`src/hw/rtl/cell_surface_length_change_macros.svh`:
```
// Assertion macros for the cell surface length change block.
// Taken in by the top level; no other dependencies.
`ifndef CELL_SURFACE_LENGTH_CHANGE_MACROS_SVH
`define CELL_SURFACE_LENGTH_CHANGE_MACROS_SVH
`ifndef NO_ASSERTIONS
`define CSLC_ASSERT_IMPLY(label, clk, rst, ante, cons) \
   label: assert property (@(posedge clk) disable iff (rst) (ante) |-> (cons)) \
      else $error("cslc assertion failed");
`define CSLC_ASSERT_NEXT(label, clk, rst, ante, cons) \
   label: assert property (@(posedge clk) disable iff (rst) (ante) |=> (cons)) \
      else $error("cslc assertion failed");
`else
`define CSLC_ASSERT_IMPLY(label, clk, rst, ante, cons)
`define CSLC_ASSERT_NEXT(label, clk, rst, ante, cons)
`endif
`endif

```
`src/hw/rtl/cslc_cut.sv`:
```
// Diagonal cut test and pipelined restoring divider for the cut point.
// Depends on nothing but its parameters.
`default_nettype none
module cslc_cut #(
   parameter int FRAC_BITS = 16,
   parameter int SIDE_W    = 1
) (
   input  logic                 clock,
   input  logic                 reset,
   input  logic                 en,
   input  logic                 in_valid,
   input  logic [FRAC_BITS:0]   in_p0,
   input  logic [FRAC_BITS:0]   in_p1,
   input  logic [FRAC_BITS:0]   in_p2,
   input  logic [FRAC_BITS:0]   in_p3,
   input  logic [SIDE_W-1:0]    in_side,
   output logic                 out_valid,
   output logic                 out_cut,
   output logic [FRAC_BITS:0]   out_mx,
   output logic [FRAC_BITS:0]   out_my,
   output logic [SIDE_W-1:0]    out_side
);
   localparam int P_W   = FRAC_BITS + 1;
   localparam int S_W   = FRAC_BITS + 2;
   localparam int D_W   = FRAC_BITS + 3;
   localparam int M_W   = 2 * FRAC_BITS + 5;
   localparam int REM_W = 2 * FRAC_BITS + 4;
   localparam int Q_W   = FRAC_BITS + 1;
   localparam int X_W   = FRAC_BITS + 4;
   localparam int NSTG  = Q_W;
   localparam logic [S_W-1:0] ONE = S_W'(1) << FRAC_BITS;

   logic [S_W-1:0]          sa, sb;
   logic                    corner_a, corner_b, in_range, cut_c, neg_c;
   logic signed [D_W-1:0]   den, dp, ev;
   logic signed [M_W-1:0]   num;
   logic [M_W-1:0]          num_mag;
   logic [D_W-1:0]          den_mag;

   assign sa = S_W'(in_p0) + S_W'(in_p1);
   assign sb = S_W'(in_p2) + S_W'(in_p3);
   assign corner_a = (S_W'(in_p0) == ONE && in_p1 == '0) || (in_p0 == '0 && S_W'(in_p1) == ONE);
   assign corner_b = (S_W'(in_p2) == ONE && in_p3 == '0) || (in_p2 == '0 && S_W'(in_p3) == ONE);
   assign in_range = (sa <= ONE && ONE <= sb) || (sb <= ONE && ONE <= sa);
   assign cut_c = !corner_a && !corner_b && (sa != sb) && in_range;
   assign den = signed'(D_W'(sb)) - signed'(D_W'(sa));
   assign dp  = signed'(D_W'(in_p2)) - signed'(D_W'(in_p0));
   assign ev  = signed'(D_W'(ONE)) - signed'(D_W'(sa));
   assign num = M_W'(dp) * M_W'(ev);
   assign neg_c = num[M_W-1] ^ den[D_W-1];
   assign num_mag = num[M_W-1] ? M_W'(-num) : M_W'(num);
   assign den_mag = den[D_W-1] ? D_W'(-den) : D_W'(den);

   logic              valid_ff [0:NSTG];
   logic              cut_ff   [0:NSTG];
   logic              neg_ff   [0:NSTG];
   logic [REM_W-1:0]  rem_ff   [0:NSTG];
   logic [Q_W-1:0]    quo_ff   [0:NSTG];
   logic [D_W-1:0]    d_ff     [0:NSTG];
   logic [P_W-1:0]    p0_ff    [0:NSTG];
   logic [SIDE_W-1:0] side_ff  [0:NSTG];

   always_ff @(posedge clock) begin
      if (reset) begin
         valid_ff[0] <= 1'b0;
      end else if (en) begin
         valid_ff[0] <= in_valid;
      end
      if (en) begin
         cut_ff[0]  <= cut_c;
         neg_ff[0]  <= neg_c;
         rem_ff[0]  <= {num_mag[REM_W-2:0], 1'b0} + REM_W'(den_mag);
         quo_ff[0]  <= '0;
         d_ff[0]    <= {den_mag[D_W-2:0], 1'b0};
         p0_ff[0]   <= in_p0;
         side_ff[0] <= in_side;
      end
   end

   // one quotient bit per stage, most significant first
   for (genvar j = 0; j < NSTG; j++) begin : g_div
      localparam int K = NSTG - 1 - j;
      logic [REM_W-1:0] sub;
      logic             ge;
      assign sub = REM_W'(d_ff[j]) << K;
      assign ge  = rem_ff[j] >= sub;
      always_ff @(posedge clock) begin
         if (reset) begin
            valid_ff[j+1] <= 1'b0;
         end else if (en) begin
            valid_ff[j+1] <= valid_ff[j];
         end
         if (en) begin
            cut_ff[j+1]  <= cut_ff[j];
            neg_ff[j+1]  <= neg_ff[j];
            rem_ff[j+1]  <= ge ? rem_ff[j] - sub : rem_ff[j];
            quo_ff[j+1]  <= {quo_ff[j][Q_W-2:0], ge};
            d_ff[j+1]    <= d_ff[j];
            p0_ff[j+1]   <= p0_ff[j];
            side_ff[j+1] <= side_ff[j];
         end
      end
   end

   logic signed [X_W-1:0] mx_s;
   logic [P_W-1:0]        mx_c;
   assign mx_s = neg_ff[NSTG] ? signed'(X_W'(p0_ff[NSTG])) - signed'(X_W'(quo_ff[NSTG]))
                              : signed'(X_W'(p0_ff[NSTG])) + signed'(X_W'(quo_ff[NSTG]));
   always_comb begin
      if (mx_s < 0) begin
         mx_c = '0;
      end else if (mx_s > signed'(X_W'(ONE))) begin
         mx_c = P_W'(ONE);
      end else begin
         mx_c = mx_s[P_W-1:0];
      end
   end

   logic              out_valid_ff, out_cut_ff;
   logic [P_W-1:0]    out_mx_ff, out_my_ff;
   logic [SIDE_W-1:0] out_side_ff;

   always_ff @(posedge clock) begin
      if (reset) begin
         out_valid_ff <= 1'b0;
      end else if (en) begin
         out_valid_ff <= valid_ff[NSTG];
      end
      if (en) begin
         out_cut_ff  <= cut_ff[NSTG];
         out_mx_ff   <= mx_c;
         out_my_ff   <= P_W'(ONE) - mx_c;
         out_side_ff <= side_ff[NSTG];
      end
   end

   assign out_valid = out_valid_ff;
   assign out_cut   = out_cut_ff;
   assign out_mx    = out_mx_ff;
   assign out_my    = out_my_ff;
   assign out_side  = out_side_ff;
endmodule
`default_nettype wire

```
`config.mk`:
```
export PLATFORM = sky130hd
export DESIGN_NAME = cslc_cut
export DESIGN_NICKNAME = d
export VERILOG_FILES = /design/src/hw/rtl/cell_surface_length_change_macros.svh /design/src/hw/rtl/cslc_cut.sv
export SDC_FILE = /design/constraint.sdc
export NUM_CORES = 2
export LEC_CHECK = 0
export ABC_AREA = 1
export BUFFER_PORTS_ARGS = -buffer_cell sky130_fd_sc_hd__buf_2
export CAP_MARGIN = 10
export CORE_MARGIN = 2
export CORE_UTILIZATION = 55
export CTS_BUF_LIST = sky130_fd_sc_hd__clkbuf_4
export CTS_CLUSTER_DIAMETER = 30
export DETAILED_ROUTE_END_ITERATION = 6
export PLACE_DENSITY = 0.82
export SETUP_SLACK_MARGIN = 0.02
export SYNTH_ARGS = -nofsm -noshare
export SYNTH_HDL_FRONTEND = slang
export SYNTH_SLANG_ARGS = --single-unit
```
`constraint.sdc`:
```
create_clock -name clock -period 11.49 [get_ports clock]
set_input_delay 0.5745 -clock clock [delete_from_list [all_inputs] [get_ports clock]]
set_output_delay 0.5745 -clock clock [all_outputs]
set_load 0.005 [all_outputs]
```
# == Word-level counts from Yosys, hierarchy flattened ==
# Memory sizes are Yosys's and may differ from the RTL's. A register that Yosys moved wholly into a read port is not among the register bits.
# Cells that the tools add are included.
# W data, S select, Z words.
# totals
reg_bits,34
latchBits,0
ram_bits,1674
rom_bits,0
input_bits,73
out_inout_bits,37
wordCells,150
memories,8
# memory_table
name,depth,width,read_ports,rd_clocked_by_memory_dff,write_ports,line,source
rem_ff,18,36,17,0,18,cslc_cut.sv:57,logic [REM_W-1:0] rem_ff [0:NSTG];
d_ff,18,19,17,0,18,cslc_cut.sv:59,logic [D_W-1:0] d_ff [0:NSTG];
p0_ff,18,17,18,0,18,cslc_cut.sv:60,logic [P_W-1:0] p0_ff [0:NSTG];
quo_ff,18,17,18,0,18,cslc_cut.sv:58,logic [Q_W-1:0] quo_ff [0:NSTG];
cut_ff,18,1,18,1,18,cslc_cut.sv:55,logic cut_ff [0:NSTG];
neg_ff,18,1,18,0,18,cslc_cut.sv:56,logic neg_ff [0:NSTG];
2 more memories,-,-,-,-,-,-,
# op_classes
n_addsub,28
multipliers,1
n_div,0
n_lt_le_gt_ge,23
n_eq_ne,5
shifts,0
n_mux,46
bitwise,19
reduce_logical,18
# ops
cell,n
$mux W36,17
$eq A17 B17 Y1 const B,4
$logic_not A17 Y1,4
$add A17 B17 Y18,3
$mul A18 B19 Y37,1
$add A36 B19 Y36,1
$ge A36 B19 Y1,1
$ge A36 B20 Y1,1
$ge A36 B21 Y1,1
$ge A36 B22 Y1,1
$ge A36 B23 Y1,1
$ge A36 B24 Y1,1
$ge A36 B25 Y1,1
$ge A36 B26 Y1,1
$ge A36 B27 Y1,1
$ge A36 B28 Y1,1
$ge A36 B29 Y1,1
$ge A36 B30 Y1,1
$ge A36 B31 Y1,1
$ge A36 B32 Y1,1
$ge A36 B33 Y1,1
$ge A36 B34 Y1,1
$ge A36 B35 Y1,1
$le A17 B18 Y1 const A,2
37 further kinds,91

# == Logic depth before layout (Yosys ltp) ==
# logic_depth
ltp_word,7
depth_mapped,68
ltp_nobuf,65

# == Worst setup path before layout ==
# OpenSTA, ideal clock, no wires.
# synth_timing
path_type,input -> register
start,input in_p0[0]
end,memory rem_ff[0][35] (netlist bit) (data pin)
setup_time_ns,0.249
arrival_time_ns,10.723
required_time_ns,11.241
path_slack_ns,0.518
cell_stages,54
path_buffers,4
cell_sequence,ha_1 inv_1 fa_1 o21ai_1 a31oi_1 xor2_1 inv_2 nor2_1 nand2_1 nor4_1 nand4_1 nand2_1 buf_2 nor2_1 fa_1 inv_1 fa_1 inv_1 [... 18 more ...] buf_2 o21ai_0 inv_1 fa_1 o21ai_1 a21boi_0 o21ai_1 a21oi_1 o21ai_1 nand3_1 nand2_1 nand3_1 nor2_4 nand2_4 nor3_2 nand3_1 nand2_1 inv_1
# synth_rtl
item,line,source
start: declaration,cslc_cut.sv:12,"input logic [FRAC_BITS:0] in_p0,"
end: declaration,cslc_cut.sv:57,

==> results.json <==
{
  "violations": "DRC",
  "dr_total_vias": 63327,
  "post_drt_wl_per_cell_um": 17.4,
  "finalMaxSlewViolations": 0,
  "async_flop_share": 0,
  "hold_path.class": "input port to flip-flop",
  "maxCapViolations": 0,
  "hold_violations": 0,
  "synthMuxAreaShare": 0.000382,
  "synth_nets": 9740,
  "finalSetupViolations": 0,
  "synth-seq-area-share": 0.498,
  "first_pass_iters": 7,
  "max_stage_delay_ns": 0.64,
  "ios": 110,
  "post-route-drc-count": 1,
  "relSlewSlack": 0.251,
  "grt_usage": 0.255,
  "clock.fmax_ghz": 0.0934,
  "cts_tree": "built",
  "synth_top_family_by_area": "adder cells",
  "outcome": "finished, violations left",
  "ys_types": 72,
  "grt_first_pass_wirelength_um": 331000,
  "critical_path_class": "input port to flip-flop",
  "cts_root_buf": "clkbuf_4",
  "grt_start_max_net_pins": 195,
  "end_kind": "flip-flop",
  "avgViaCountPerCell": 5.37,
  "avgSynthCellArea_um2": 10.1,
  "drt_iter0_drc": 4433,
  "start_util": 0.552,
  "ys.flop_type": "edfxtp_1",
  "synthAdderAreaFrac": 0.158,
  "globalplace.congestion": 0.965,
  "synth_edf_count": 1467,
  "insertion_delay_ns": 1.28,
  "overflow": 0,
  "rsz0062_at_grt": "no",
  "synth_compound_area_frac": 0.0705,
  "start_kind": "input port",
  "crit_top_cell": "nand2_1",
  "worst_pin_slew_ns": 1.12,
  "io_buffers": 109,
  "fin_nets": 10327,
  "first_global_vias": 65032,
  "area_delta_synth_final_pct": 10.6,
  "drive_above_1_share": 0.112,
  "finalWirelength_um": 205000,
  "numCtsBuffers": 391,
  "fp-row-count": 147,
  "ant_nets": 0,
  "clk_pin_slew_ns": 0.06,
  "cts.path.max_buffers": 4,
  "dp_hpwl_um": 160000,
  "fin_crit_ns": 10.71,
  "fillers": 12736,
  "cpMaxStageDelayCell": "dlygate4sd3_1",
  "ys_seq_elements": 1468,
  "period_share": 0.932,
  "die_y_um": 405,
  "required_ns": 12.50,
  "synth_warnings": 0,
  "synth_area_um2": 88500,
  "fin_util": 0.611,
  "cts_sinks": 1468,
  "synth-xor-area-share": 0.0488,
  "die_w_um": 405,
  "worst_ep_arrival_time_ns": 11.72,
  "synth-simple-area-share": 0.154,
  "htreeDepth": 5,
  "path_max_fanout": 17,
  "dieArea_um2": 164000,
  "antenna_found_initial": 8,
  "finClkSkew_ns": 0.146,
  "syn_inst": 8774,
  "core_area_um2": 160000
}
-- Yosys cell counts, drive strengths merged, types with 25 or more instances --
| cell type | n | share of area |
|---|---|---|
| xor2 | 256 | 0.025 |
| o211ai | 35 | 0.0030 |
| buf | 34 | 0.0022 |
| xnor2 | 236 | 0.023 |
| or2 | 29 | 0.0021 |
| a21oi | 517 | 0.029 |
| edfxtp | 1467 | 0.50 |
| nand2 | 1669 | 0.073 |
| nor4 | 74 | 0.0052 |
| nor3 | 101 | 0.0064 |
| inv | 1520 | 0.064 |
| nor2 | 797 | 0.036 |
| ha | 525 | 0.074 |
| a31oi | 25 | 0.0018 |
| o21bai | 29 | 0.0025 |
| o21ai | 415 | 0.024 |
| nand4 | 137 | 0.0097 |
| nand3 | 298 | 0.018 |
| fa | 368 | 0.083 |
| clkbuf | 70 | 0.0030 |
-- layout by cell type (no fill, tap or decap), types with 74 or more instances in the layout --
| master | netlist | routed |
|---|---|---|
| inv_1 | 1488 | 1488 |
| nor3_1 | 88 | 88 |
| nand4_1 | 137 | 137 |
| xor2_1 | 255 | 254 |
| nand3_1 | 278 | 278 |
| clkinv_1 | 10 | 76 |
| nor2_1 | 763 | 761 |
| xnor2_1 | 236 | 236 |
| fa_1 | 368 | 368 |
| edfxtp_1 | 1467 | 1467 |
| clkbuf_4 | 0 | 543 |
| buf_4 | 6 | 155 |
| nand2_1 | 1610 | 1610 |
| ha_1 | 525 | 525 |
| nor4_1 | 74 | 74 |
| a21oi_1 | 514 | 514 |
| o21ai_0 | 390 | 389 |
| buf_2 | 26 | 108 |
-- kinds of logic after synthesis --
family / after synthesis
flip-flops: 1468
AO/OA/AOI/OAI: 1134
adder cells (fa/ha/maj): 893
XOR/XNOR: 492
AND/OR/NAND/NOR: 3150
multiplexers: 3
buffers and inverters: 1634
-- area by class of cell --
cell class / count / area [um^2] / area share
Antenna cell: 8 / 20.0 / 0.000205
Tap cell: 2160 / 2700 / 0.0276
Multi-Input combinational cell: 5672 / 38200 / 0.391
Clock inverter: 118 / 865 / 0.00884
Sequential cell: 1468 / 44100 / 0.450
Clock buffer: 543 / 4080 / 0.0417
Timing Repair Buffer: 298 / 2150 / 0.0220
Inverter: 1530 / 5740 / 0.0587
-- worst paths after layout --
path	cells after the start	endpoint	slack (ns)	from
worst max register to register	16	out_my[16]	7.13	neg_ff[17]
worst max-delay path	57	rem_ff[0][35]	0.78	in_p0[2]
worst min-delay path	4	valid_ff[0]	0.17	in_valid
worst min register to register	0	p0_ff[7][16]	0.33	p0_ff[6][16]
-- state kept, by name (all words and copies together), names as in the netlist --
name and count:
side_ff 18, out_cut 1, out_valid 1, valid_ff 18, p0_ff 306, quo_ff 153, cut_ff 18, rem_ff 612
d_ff 289, neg_ff 18, out_side 1, out_mx 16, out_my 17
-- per-stage QoR --
step	setup slack, ns	hold WS (ns)	setup TNS (ns)	instances	cell area (um^2)
detailed placement	-0.134	0.405	-0.351	11102	92600
floorplan	0.518	0.400	0	8774	88500
global route	0.0763	0.0300	0	11795	97800
finish	0.781	0.173	0	11797	97800
global placement	0.0427	0.400	0	11102	92600
CTS	0.665	0.00623	0	11788	97800
-- critical path, delay by kind of cell --
kind | cells | cell delay [ns]
XOR/XNOR | 1 | 0.30
adder cells (fa/ha/maj) | 9 | 4.38
AO/OA/AOI/OAI | 11 | 1.89
buffers and inverters | 12 | 1.87
AND/OR/NAND/NOR | 24 | 2.69
-- layer usage --
metal / vias up / track usage / part of all wire
li1: 30672 / - / -
met1: 30041 / 0.292 / 0.38
met2: 2041 / 0.457 / 0.51
met3: 571 / 0.0433 / 0.052
met4: 2 / 0.131 / 0.051
met5: - / 0 / 0.00085
-- repair_timing --
item	CTS	global route
endpoints found under the hold margin	163	0
hold buffers	25	0
gates resized for setup	0	4
buffers inserted	0	0
setup endpoints to repair	0	11
Power is left out: the tool's default activity adds up to more than one toggle a clock period on the data nets, which glitch-free logic cannot reach.
